[config.mk]
export PLATFORM = sky130hd
export DESIGN_NAME = hsl_to_rgb_converter_unit_flat
export DESIGN_NICKNAME = d
export VERILOG_FILES = /design/src/rtl/hsl2rgb_pkg.sv /design/src/rtl/hsl2rgb_in_if.sv /design/src/rtl/hsl2rgb_out_if.sv /design/src/rtl/hsl2rgb_front.sv /design/src/rtl/hsl2rgb_chan.sv /design/src/rtl/hsl_to_rgb_converter_unit.sv /design/src/flat_wrapper.sv
export SDC_FILE = /design/constraint.sdc
export NUM_CORES = 2
export LEC_CHECK = 0
export ABC_AREA = 1
export BUFFER_PORTS_ARGS = -buffer_cell sky130_fd_sc_hd__buf_4
export CORE_MARGIN = 8
export CORE_UTILIZATION = 30
export CTS_CLUSTER_SIZE = 25
export DETAILED_ROUTE_END_ITERATION = 16
export GPL_TIMING_DRIVEN = 0
export PLACE_DENSITY = 0.53
export SLEW_MARGIN = 20
export SYNTH_ARGS = -nofsm -noshare
export SYNTH_HDL_FRONTEND = slang
export SYNTH_SLANG_ARGS = --single-unit
[constraint.sdc]
create_clock -name clk -period 8.9 [get_ports clk]
set_input_delay 0.445 -clock clk [delete_from_list [all_inputs] [get_ports clk]]
set_output_delay 0.445 -clock clk [all_outputs]
set_load 0.01 [all_outputs]
[src/rtl/hsl2rgb_pkg.sv]
// Shared types and constants of the HSL to RGB converter.
package hsl2rgb_pkg;

  localparam int NSTAGE = 6;

  // One turn of hue in sixteenths of a degree, and its multiples.
  localparam logic [12:0] HUE_TURN = 13'd5760;
  localparam logic [16:0] HUE_BIAS = 17'd34560;  // six turns, makes any hue positive
  localparam logic [16:0] HUE_8T   = 17'd46080;
  localparam logic [16:0] HUE_4T   = 17'd23040;
  localparam logic [14:0] HUE_2T   = 15'd11520;
  localparam logic [13:0] TURN_W   = 14'd5760;

  // Channel hue offsets: 0, 8 and 4 twelfths of a turn.
  localparam logic [12:0] OFS_RED   = 13'd0;
  localparam logic [12:0] OFS_GREEN = 13'd3840;
  localparam logic [12:0] OFS_BLUE  = 13'd1920;

  localparam logic signed [13:0] RAMP_LO  = 14'sd1440;
  localparam logic signed [13:0] RAMP_HI  = 14'sd4320;
  localparam logic signed [13:0] RAMP_MAX = 14'sd480;

  localparam logic [8:0] UNIT = 9'd256;
  localparam logic [7:0] HALF = 8'd128;

  // Final scale: divide by 256*480 = 122880 = 2^13 * 15, rounded to nearest.
  localparam logic [25:0] DEN       = 26'd122880;
  localparam logic [24:0] VMAX      = 25'd31457280;
  localparam logic [24:0] DEN_HALF  = 25'd61440;
  localparam int          DEN_SHIFT = 13;
  localparam logic [24:0] RECIP_15  = 25'd4370;   // ceil(2^16 / 15), exact for w < 4096

  typedef logic [12:0]        hue_t;
  typedef logic [15:0]        chroma_t;
  typedef logic [8:0]         level_t;
  typedef logic signed [9:0]  ramp_t;

  typedef struct packed {
    logic [NSTAGE-1:0] load;
  } stage_ctl_t;

endpackage

[src/rtl/hsl2rgb_in_if.sv]
// Input channel: one HSL item per handshake.
interface hsl2rgb_in_if;
  logic        valid;
  logic        ready;
  logic [15:0] hue;
  logic [8:0]  saturation;
  logic [8:0]  lightness;

  modport source (output valid, hue, saturation, lightness, input ready);
  modport sink   (input valid, hue, saturation, lightness, output ready);
endinterface

[src/rtl/hsl2rgb_out_if.sv]
// Output channel: one RGB item per handshake.
interface hsl2rgb_out_if;
  logic       valid;
  logic       ready;
  logic [8:0] red;
  logic [8:0] green;
  logic [8:0] blue;

  modport source (output valid, red, green, blue, input ready);
  modport sink   (input valid, red, green, blue, output ready);
endinterface

[src/rtl/hsl2rgb_front.sv]
// Front stages: saturate inputs, wrap hue into one turn, form chroma product.
module hsl2rgb_front (
  input  logic                    clk,
  input  hsl2rgb_pkg::stage_ctl_t ctl,
  input  logic [15:0]             hue,
  input  logic [8:0]              saturation,
  input  logic [8:0]              lightness,
  output hsl2rgb_pkg::hue_t       hue_wrap,
  output hsl2rgb_pkg::chroma_t    chroma,
  output hsl2rgb_pkg::level_t     light
);

  logic [16:0] biased;
  logic [16:0] rem8;
  logic [16:0] rem4;
  logic [8:0]  s_sat;
  logic [8:0]  l_sat;
  logic [7:0]  m_min;

  logic [14:0] hue_part;
  logic [8:0]  s_q;
  logic [8:0]  l_q;
  logic [7:0]  m_q;

  logic [14:0] rem2;
  logic [13:0] rem1;

  // Stage 0: bias, then strip eight and four turns; saturate s and l, take min(l, 1-l).
  always_comb begin
    biased = 17'({hue[15], hue}) + hsl2rgb_pkg::HUE_BIAS;
    rem8   = (biased >= hsl2rgb_pkg::HUE_8T) ? biased - hsl2rgb_pkg::HUE_8T : biased;
    rem4   = (rem8 >= hsl2rgb_pkg::HUE_4T) ? rem8 - hsl2rgb_pkg::HUE_4T : rem8;
    s_sat  = (saturation > hsl2rgb_pkg::UNIT) ? hsl2rgb_pkg::UNIT : saturation;
    l_sat  = (lightness > hsl2rgb_pkg::UNIT) ? hsl2rgb_pkg::UNIT : lightness;
    m_min  = (l_sat > 9'(hsl2rgb_pkg::HALF)) ? 8'(hsl2rgb_pkg::UNIT - l_sat) : l_sat[7:0];
  end

  always_ff @(posedge clk) begin
    if (ctl.load[0]) begin
      hue_part <= rem4[14:0];
      s_q      <= s_sat;
      l_q      <= l_sat;
      m_q      <= m_min;
    end
  end

  // Stage 1: strip two turns and one turn; multiply saturation by min(l, 1-l).
  always_comb begin
    rem2 = (hue_part >= hsl2rgb_pkg::HUE_2T) ? hue_part - hsl2rgb_pkg::HUE_2T : hue_part;
    rem1 = (rem2[13:0] >= hsl2rgb_pkg::TURN_W) ? rem2[13:0] - hsl2rgb_pkg::TURN_W
                                                : rem2[13:0];
  end

  always_ff @(posedge clk) begin
    if (ctl.load[1]) begin
      hue_wrap <= rem1[12:0];
      chroma   <= 16'(s_q) * 16'(m_q);
      light    <= l_q;
    end
  end

endmodule

[src/rtl/hsl2rgb_chan.sv]
// One color channel: hue ramp, chroma scaling and rounding to 0..256.
module hsl2rgb_chan #(
  parameter logic [12:0] OFFSET = 13'd0
) (
  input  logic                    clk,
  input  hsl2rgb_pkg::stage_ctl_t ctl,
  input  hsl2rgb_pkg::hue_t       hue_wrap,
  input  hsl2rgb_pkg::chroma_t    chroma,
  input  hsl2rgb_pkg::level_t     light,
  output logic [8:0]              level
);

  logic [13:0]        p_sum;
  logic [12:0]        p_wrap;
  logic signed [13:0] t_rise;
  logic signed [13:0] t_fall;
  logic signed [13:0] t_min;
  logic signed [13:0] t_clip;

  hsl2rgb_pkg::ramp_t   t_q;
  hsl2rgb_pkg::chroma_t sm_q;
  logic [8:0]           l_q2;

  logic signed [26:0] prod;
  logic [8:0]         l_q3;

  logic [25:0]        l_den;
  logic signed [26:0] v_raw;
  logic [24:0]        v_clip;
  logic [24:0]        v_round;
  logic [11:0]        w_q;

  logic [24:0]        q_wide;

  // Stage 2: phase of this channel and its clipped ramp.
  always_comb begin
    p_sum  = {1'b0, hue_wrap} + {1'b0, OFFSET};
    p_wrap = (p_sum >= hsl2rgb_pkg::TURN_W) ? 13'(p_sum - hsl2rgb_pkg::TURN_W)
                                            : p_sum[12:0];
    t_rise = $signed({1'b0, p_wrap}) - hsl2rgb_pkg::RAMP_LO;
    t_fall = hsl2rgb_pkg::RAMP_HI - $signed({1'b0, p_wrap});
    t_min  = (t_rise < t_fall) ? t_rise : t_fall;
    if (t_min > hsl2rgb_pkg::RAMP_MAX) begin
      t_clip = hsl2rgb_pkg::RAMP_MAX;
    end else if (t_min < -hsl2rgb_pkg::RAMP_MAX) begin
      t_clip = -hsl2rgb_pkg::RAMP_MAX;
    end else begin
      t_clip = t_min;
    end
  end

  always_ff @(posedge clk) begin
    if (ctl.load[2]) begin
      t_q  <= 10'(t_clip);
      sm_q <= chroma;
      l_q2 <= light;
    end
  end

  // Stage 3: chroma times ramp.
  always_ff @(posedge clk) begin
    if (ctl.load[3]) begin
      prod <= 27'($signed({1'b0, sm_q})) * 27'(t_q);
      l_q3 <= l_q2;
    end
  end

  // Stage 4: subtract from scaled lightness, clamp, add half and drop 2^13.
  always_comb begin
    l_den = 26'(l_q3) * hsl2rgb_pkg::DEN;
    v_raw = $signed({1'b0, l_den}) - prod;
    if (v_raw[26]) begin
      v_clip = '0;
    end else if (v_raw[25:0] > 26'(hsl2rgb_pkg::VMAX)) begin
      v_clip = hsl2rgb_pkg::VMAX;
    end else begin
      v_clip = v_raw[24:0];
    end
    v_round = v_clip + hsl2rgb_pkg::DEN_HALF;
  end

  always_ff @(posedge clk) begin
    if (ctl.load[4]) begin
      w_q <= v_round[24:hsl2rgb_pkg::DEN_SHIFT];
    end
  end

  // Stage 5: divide by fifteen through the reciprocal.
  always_comb begin
    q_wide = 25'(w_q) * hsl2rgb_pkg::RECIP_15;
  end

  always_ff @(posedge clk) begin
    if (ctl.load[5]) begin
      level <= q_wide[24:16];
    end
  end

endmodule

[src/rtl/hsl_to_rgb_converter_unit.sv]
// Top level of the HSL to RGB converter: stage control and channel datapaths.
//
// Converts one HSL pixel (hue in sixteenths of a degree, any 16-bit value,
// wrapped modulo 360 degrees; saturation and lightness on 0..256, larger
// values treated as 256) into red, green and blue on 0..256, rounded to
// nearest with exact halves rounding up. The datapath is six register
// stages: hue bias and coarse turn removal; fine turn removal and the
// saturation-times-min(l, 1-l) product; per-channel hue ramp; ramp multiply;
// lightness subtract, clamp and rounding shift; divide by fifteen. An item
// enters every clock cycle unless back-pressure holds the input. Each
// stage has its own valid bit and loads whenever it is empty or the stage
// after it moves, so a stalled output holds its item while earlier stages
// keep filling bubbles; the input is ready unless all six stages are full
// and the output is stalled. Reset clears the valid bits only.
module hsl_to_rgb_converter_unit (
  input  logic          clk,
  input  logic          rst,
  hsl2rgb_in_if.sink    hsl,
  hsl2rgb_out_if.source rgb
);

  localparam int NS = hsl2rgb_pkg::NSTAGE;

  logic [NS-1:0] vld;
  logic [NS-1:0] vld_next;
  logic [NS-1:0] rdy;

  hsl2rgb_pkg::stage_ctl_t ctl;

  hsl2rgb_pkg::hue_t    hue_wrap;
  hsl2rgb_pkg::chroma_t chroma;
  hsl2rgb_pkg::level_t  light;

  // Ready ripples back from the output: a stage loads when it is empty or
  // its item moves on in the same cycle.
  always_comb begin
    rdy[NS-1] = !vld[NS-1] || rgb.ready;
    for (int i = NS - 2; i >= 0; i--) begin
      rdy[i] = !vld[i] || rdy[i+1];
    end
    ctl.load = rdy;
  end

  // Advance valid bits along with the data; a stage that cannot load holds.
  always_comb begin
    vld_next[0] = rdy[0] ? hsl.valid : vld[0];
    for (int i = 1; i < NS; i++) begin
      vld_next[i] = rdy[i] ? vld[i-1] : vld[i];
    end
  end

  always_ff @(posedge clk) begin
    if (rst) begin
      vld <= '0;
    end else begin
      vld <= vld_next;
    end
  end

  assign hsl.ready = rdy[0];
  assign rgb.valid = vld[NS-1];

  hsl2rgb_front u_front (
    .clk        (clk),
    .ctl        (ctl),
    .hue        (hsl.hue),
    .saturation (hsl.saturation),
    .lightness  (hsl.lightness),
    .hue_wrap   (hue_wrap),
    .chroma     (chroma),
    .light      (light)
  );

  hsl2rgb_chan #(.OFFSET(hsl2rgb_pkg::OFS_RED)) u_red (
    .clk      (clk),
    .ctl      (ctl),
    .hue_wrap (hue_wrap),
    .chroma   (chroma),
    .light    (light),
    .level    (rgb.red)
  );

  hsl2rgb_chan #(.OFFSET(hsl2rgb_pkg::OFS_GREEN)) u_green (
    .clk      (clk),
    .ctl      (ctl),
    .hue_wrap (hue_wrap),
    .chroma   (chroma),
    .light    (light),
    .level    (rgb.green)
  );

  hsl2rgb_chan #(.OFFSET(hsl2rgb_pkg::OFS_BLUE)) u_blue (
    .clk      (clk),
    .ctl      (ctl),
    .hue_wrap (hue_wrap),
    .chroma   (chroma),
    .light    (light),
    .level    (rgb.blue)
  );

endmodule
[src/flat_wrapper.sv]
// flat-port wrapper written by rule: the top's interface ports become plain ports
module hsl_to_rgb_converter_unit_flat 
  (clk, rst, hsl_valid, hsl_hue, hsl_saturation, hsl_lightness, hsl_ready, rgb_valid, rgb_red, rgb_green, rgb_blue, rgb_ready);
  hsl2rgb_in_if hsl_i ();
  hsl2rgb_out_if rgb_i ();
  input  logic clk;
  input  logic rst;
  input wire logic [$bits(hsl_i.valid)-1:0] hsl_valid;
  input wire logic [$bits(hsl_i.hue)-1:0] hsl_hue;
  input wire logic [$bits(hsl_i.saturation)-1:0] hsl_saturation;
  input wire logic [$bits(hsl_i.lightness)-1:0] hsl_lightness;
  output wire logic [$bits(hsl_i.ready)-1:0] hsl_ready;
  output wire logic [$bits(rgb_i.valid)-1:0] rgb_valid;
  output wire logic [$bits(rgb_i.red)-1:0] rgb_red;
  output wire logic [$bits(rgb_i.green)-1:0] rgb_green;
  output wire logic [$bits(rgb_i.blue)-1:0] rgb_blue;
  input wire logic [$bits(rgb_i.ready)-1:0] rgb_ready;
  assign hsl_i.valid = hsl_valid;
  assign hsl_i.hue = hsl_hue;
  assign hsl_i.saturation = hsl_saturation;
  assign hsl_i.lightness = hsl_lightness;
  assign hsl_ready = hsl_i.ready;
  assign rgb_valid = rgb_i.valid;
  assign rgb_red = rgb_i.red;
  assign rgb_green = rgb_i.green;
  assign rgb_blue = rgb_i.blue;
  assign rgb_i.ready = rgb_ready;
  hsl_to_rgb_converter_unit u_core (.clk(clk), .rst(rst), .hsl(hsl_i), .rgb(rgb_i));
endmodule
Yosys cells after proc, flatten, opt, wreduce, memory -nomap -nowiden
Index checks and enable logic that the tools add are counted.
{"block": "op_classes", "mul": 8, "order_cmp": 22, "n_reduce_logical": 15, "mux": 21, "addsub": 23}
{"cell": "2-to-1 mux 25 bit", "n": 6}
{"cell": "multiplier 17 x 10 -> 27 bit", "n": 3}
{"cell": "subtractor 27 bit", "n": 3}
{"cell": "greater-than comparator 26 x 25 -> 1 bit (second input constant)", "n": 3}
{"cell": "adder 25 x 16 -> 25 bit (second input constant)", "n": 3}
{"cell": "multiplier 12 x 12 -> 24 bit (second input constant)", "n": 3}
{"cell": "2-to-1 mux 14 bit", "n": 4}
{"cell": "2-to-1 mux 13 bit", "n": 4}
{"cell": "subtractor 13 bit (second input constant)", "n": 4}
{"cell": ">= comparator 14 x 13 -> 1 bit (second input constant)", "n": 3}
{"cell": "greater-than comparator 14 x 10 -> 1 bit (second input constant)", "n": 3}
{"cell": "less-than comparator 14 x 10 -> 1 bit (second input constant)", "n": 3}
{"cell": "less-than comparator 14 bit", "n": 3}
{"cell": "subtractor 13 x 11 -> 14 bit (second input constant)", "n": 3}
{"cell": "subtractor 13 x 13 -> 14 bit (first input constant)", "n": 3}
{"cell": "2-to-1 mux 10 bit", "n": 3}
{"cell": "greater-than comparator 9 bit (second input constant)", "n": 2}
{"cell": "adder 17 x 16 -> 17 bit (second input constant)", "n": 1}
{"cell": ">= comparator 17 x 15 -> 1 bit (second input constant)", "n": 1}
{"cell": ">= comparator 17 x 16 -> 1 bit (second input constant)", "n": 1}
{"cell": "2-to-1 mux 17 bit", "n": 1}
{"cell": "subtractor 17 x 16 -> 17 bit (second input constant)", "n": 1}
{"cell": "multiplier 9 x 8 -> 16 bit", "n": 1}
{"cell": ">= comparator 15 x 14 -> 1 bit (second input constant)", "n": 1}
{"cell": "14 further kinds", "n": 26}
{"block": "totals", "regBits": 293, "word_cells": 120}

Logic depth before layout (Yosys ltp)
{"block": "depth", "word_depth": 8, "depth_mapped": 36}

Cells and area by module
A second synthesis with hierarchy kept.
{"block": "unflattened", "hier_cells": 5602, "hier_area_um2": 46161.8}
{"mod": "hsl2rgb_chan at u_core.u_green", "cells_per_inst": 1654, "area_per_inst_um2": 13334.0, "seq_area_each_um2": 2762.6, "n_inst": 1}
{"mod": "hsl2rgb_chan at u_core.u_blue", "cells_per_inst": 1621, "area_per_inst_um2": 13326.5, "seq_area_each_um2": 2762.6, "n_inst": 1}
{"mod": "hsl2rgb_chan at u_core.u_red", "cells_per_inst": 1609, "area_per_inst_um2": 13115.1, "seq_area_each_um2": 2762.6, "n_inst": 1}
{"mod": "hsl2rgb_front", "cells_per_inst": 692, "area_per_inst_um2": 6134.6, "seq_area_each_um2": 2342.2, "n_inst": 1}
{"mod": "hsl_to_rgb_converter_unit", "cells_per_inst": 26, "area_per_inst_um2": 251.5, "seq_area_each_um2": 120.1, "n_inst": 1}

Worst setup path after synthesis
Ideal clock, no wire load.
{"block": "synth_path", "path_type": "in2out", "from": "input rgb_ready", "to": "output hsl_ready", "slack_ps": 2223, "stages": 10, "arrival_time_ps": 6232, "path_buffers": 0, "required_time_ps": 8455, "path_cell_list": "nor2_1 inv_1 nor2_1 inv_1 nor2_1 inv_1 nor2_1 inv_1 nor2_1 nand2_1"}
{"element": "from (decl)", "line": "flat_wrapper.sv:17", "text": "input wire logic [$bits(rgb_i.ready)-1:0] rgb_ready;"}
{"element": "to (decl)", "line": "flat_wrapper.sv:12", "text": "output wire logic [$bits(hsl_i.ready)-1:0] hsl_ready;"}

==> metrics.md <==
| Metric | Value |
|---|---|
| Status | `finished clean` |
| Synth area leaders | `edfxtp_1, fa_1, ha_1` |
| Vias per cell | `4.46` |
| Mux cell area share after synthesis | `0%` |
| Initial drt markers | `1614` |
| Antenna violations before repair | `0` |
| Diodes inserted | `0` |
| Worst EP required | `9.22 ns` |
| Initial Util | `30.3%` |
| Peak Freq | `136 MHz` |
| GP Congestion | `0.880` |
| Commonest cells in the netlist | `nand2_1, inv_1, ha_1` |
| Startpoint Class | `flop` |
| Synth Area in XOR/XNOR | `5.37%` |
| Hold Crit Class | `in -> reg` |
| Final Core Density | `33.4%` |
| Distinct cell type count of the synthesized netlist | `56` |
| Final setup viols | `0` |
| Slowest CP cell | `buf_1` |
| Die Wd | `378 um` |
| Via count | `29200` |
| Post-Synth Simple-Gate Area | `17.0%` |
| Arrival time of the worst setup path | `7.68 ns` |
| Final period util | `82.6%` |
| Yosys reg bits | `292` |
| Core box area | `130000 um2` |
| Post-cts repair resize count | `0` |
| First-pass GRT wire length | `153000 um` |
| Compound-gate portion of the synthesized area | `5.45%` |
| Worst setup EP type | `flop` |
| I/O pin count | `67` |
| Cells after Synth | `4651` |
| Post-layout nets | `5763` |
| Max Root-Sink Buffers | `3` |
| Synth Warn # | `0` |
| # Post-CTS Setup Buffers | `0` |
| Critical-path cell list | `clkbuf_1 > buf_1 > nand2_1 > fa_1 > fa_1 > inv_1 > fa_1 > inv_1 > fa_1 > inv_1 > fa_1 > ha_1 > nand2_1 > o21ai_1 > a21boi_0 > o21ai_0 > a21boi_1 > o21ai_0 > a21boi_0 > o21ai_1 > a21oi_1 > xor2_1` |
| RSZ-0062 raised after global routing | `false` |
| Die H | `378 um` |
| Core Rows | `132` |
| Main synth FF type | `edfxtp_1` |
| Final Hold Vio Count | `0` |
| Crit-path most repeated cell | `fa_1` |
| Cell Area, Synth | `39300 um2` |
| Pre-antenna DRT Iters | `7` |
| Most frequent cell after synthesis | `nand2_1` |
| Vias in the first global route | `29100` |
| Share of cells above drive strength 1 | `5.20%` |
| Main combinational cell family by area after synthesis | `adder cells` |
| H-tree levels | `2` |
| Largest net degree at the start of global routing | `59` |
| Clock-pin slew on the worst setup and hold paths | `0.06 ns` |
| Cts hold-fix bufs | `0` |
| Synth async-reset ratio | `0%` |
| Clock buffer count from CTS | `38` |
| Post-synth EDFFs | `286` |
| Maxcap violations | `0` |
| Tmin final | `7.35 ns` |
| Clock sinks | `292` |
| Most area-hungry cell type in the Yosys netlist | `edfxtp_1` |
| Adder-Cell Fraction of Synth Area | `38.5%` |
| Synthesis-to-finish area growth | `10.2%` |
| Routed WL per cell | `14.4 um` |
| CTS tree | `yes` |
| Tightest Pin Transition | `1.15 ns` |
| Relative slew slack | `23.6%` |
| Hpwl dp | `78300 um` |
| Max stage delay on crit path | `0.81 ns` |
| Synth top area share | `21.9%` |
| Sum Neg Setup Slack | `0 ns` |
| Hold WS | `0.0520 ns` |
| Routed WL | `93800 um` |
| Later-pin clock latency in the skew report | `0.58 ns` |
| Port bufs | `66` |
| Total gr overflow | `0` |
| Die area | `143000 um2` |
| Synth Net Count | `5653` |
| Synth Area per Inst | `8.44 um2` |
| ANT nets after route | `0` |
| DRC | `0` |
| Critical path peak fanout | `10` |
| Seq/Total Area, Yosys | `22.2%` |
| Critical path class | `reg -> reg` |
| Total GRT Usage | `13.1%` |
| Max Slew Vio Count | `0` |
| Root Buffer | `clkbuf_16` |
| Clock Skew | `0.0268 ns` |
## routing by layer
| metal | track usage (%) | vias to the layer above | share of wire, % |
|---|---|---|---|
| met3 | 2.44 | 151 | 6.0 |
| met5 | 0.202 | - | 0.037 |
| met1 | 17.5 | 13700 | 46 |
| met4 | 4.08 | 2 | 3.4 |
| li1 | - | 14700 | - |
| met2 | 21.6 | 653 | 45 |
## cell usage in the layout, fill, tap and decap left out, types with 27 or more instances in the layout
master        n
o21ai_0      80
clkbuf_1    115
xnor2_1      60
xor2_1      167
nand3_1     147
edfxtp_1    286
inv_1      1029
buf_4        70
nor3_1       33
fa_1        410
nand4_1      38
nor2_1      194
a21oi_1     191
nor2_2       27
nand2_1    1089
clkbuf_16    38
ha_1        554
## per-stage QoR
step	area, um2	cells	setup slack [ns]
global placement	42000	6459	-0.602
CTS	43300	6532	1.60
floorplan	39300	4651	2.22
detailed placement	42000	6463	1.61
global route	43300	6532	1.11
finish	43300	6532	1.55
## cells by family after synthesis
family,count (synthesis)
adders and majority gates,964
xor gates and xnor gates,233
buffers and inverters,1182
DFF,292
AOI/OAI and AO/OA,378
and+or+nand+nor,1602
## state kept, by name (all words and copies together), names as in the netlist, 9 cells and up
register	count
u_core.u_front.hue_wrap	13
u_core.u_front.hue_part	15
u_core.u_green.level	9
u_core.u_green.prod	27
u_core.u_red.sm_q	16
u_core.u_front.light	9
u_core.u_blue.level	9
u_core.u_red.t_q	10
u_core.u_front.l_q	9
u_core.u_blue.t_q	10
u_core.u_red.w_q	12
u_core.u_blue.prod	27
u_core.u_front.chroma	16
u_core.u_red.l_q3	9
u_core.u_blue.w_q	12
u_core.u_red.l_q2	9
u_core.u_green.t_q	10
u_core.u_red.level	9
u_core.u_front.s_q	9
u_core.u_green.w_q	12
u_core.u_red.prod	27
## final cells by class
class | instances | area, um2
repair buffers | 70 | 583
multi-input cells | 3177 | 26100
fillers | 13600 | 86400
clock inverters | 29 | 288
inverters | 1045 | 3930
well taps | 1742 | 2180
clock buffers | 40 | 958
plain buffers | 137 | 558
flip-flops and latches | 292 | 8710
## critical path: cells and delay by family (launching register included)
| kind | cells | cell delay (ns) |
|---|---|---|
| AO/OA/AOI/OAI | 8 | 1.78 |
| flip-flops | 1 | 0.31 |
| adder cells (fa/ha/maj) | 6 | 2.91 |
| AND/OR/NAND/NOR | 2 | 0.27 |
| XOR/XNOR | 1 | 0.16 |
| buffers and inverters | 5 | 1.63 |
## worst paths after layout
kind                            depth (start not counted)                                from                                   end  slack, ns
worst max-delay path                                   22      u_core.u_red.sm_q[2]$_DFFE_PP_      u_core.u_blue.prod[26]$_DFFE_PP_       1.55
worst min-delay path                                    1                          hsl_hue[2]  u_core.u_front.hue_part[2]$_DFFE_PP_       0.05
worst max register to register                         22      u_core.u_red.sm_q[2]$_DFFE_PP_      u_core.u_blue.prod[26]$_DFFE_PP_       1.55
worst min register to register                          0  u_core.u_front.chroma[5]$_DFFE_PP_        u_core.u_red.sm_q[5]$_DFFE_PP_       0.42
Power is left out: the tool's default activity adds up to more than one toggle a clock period on the data nets, which glitch-free logic cannot reach.
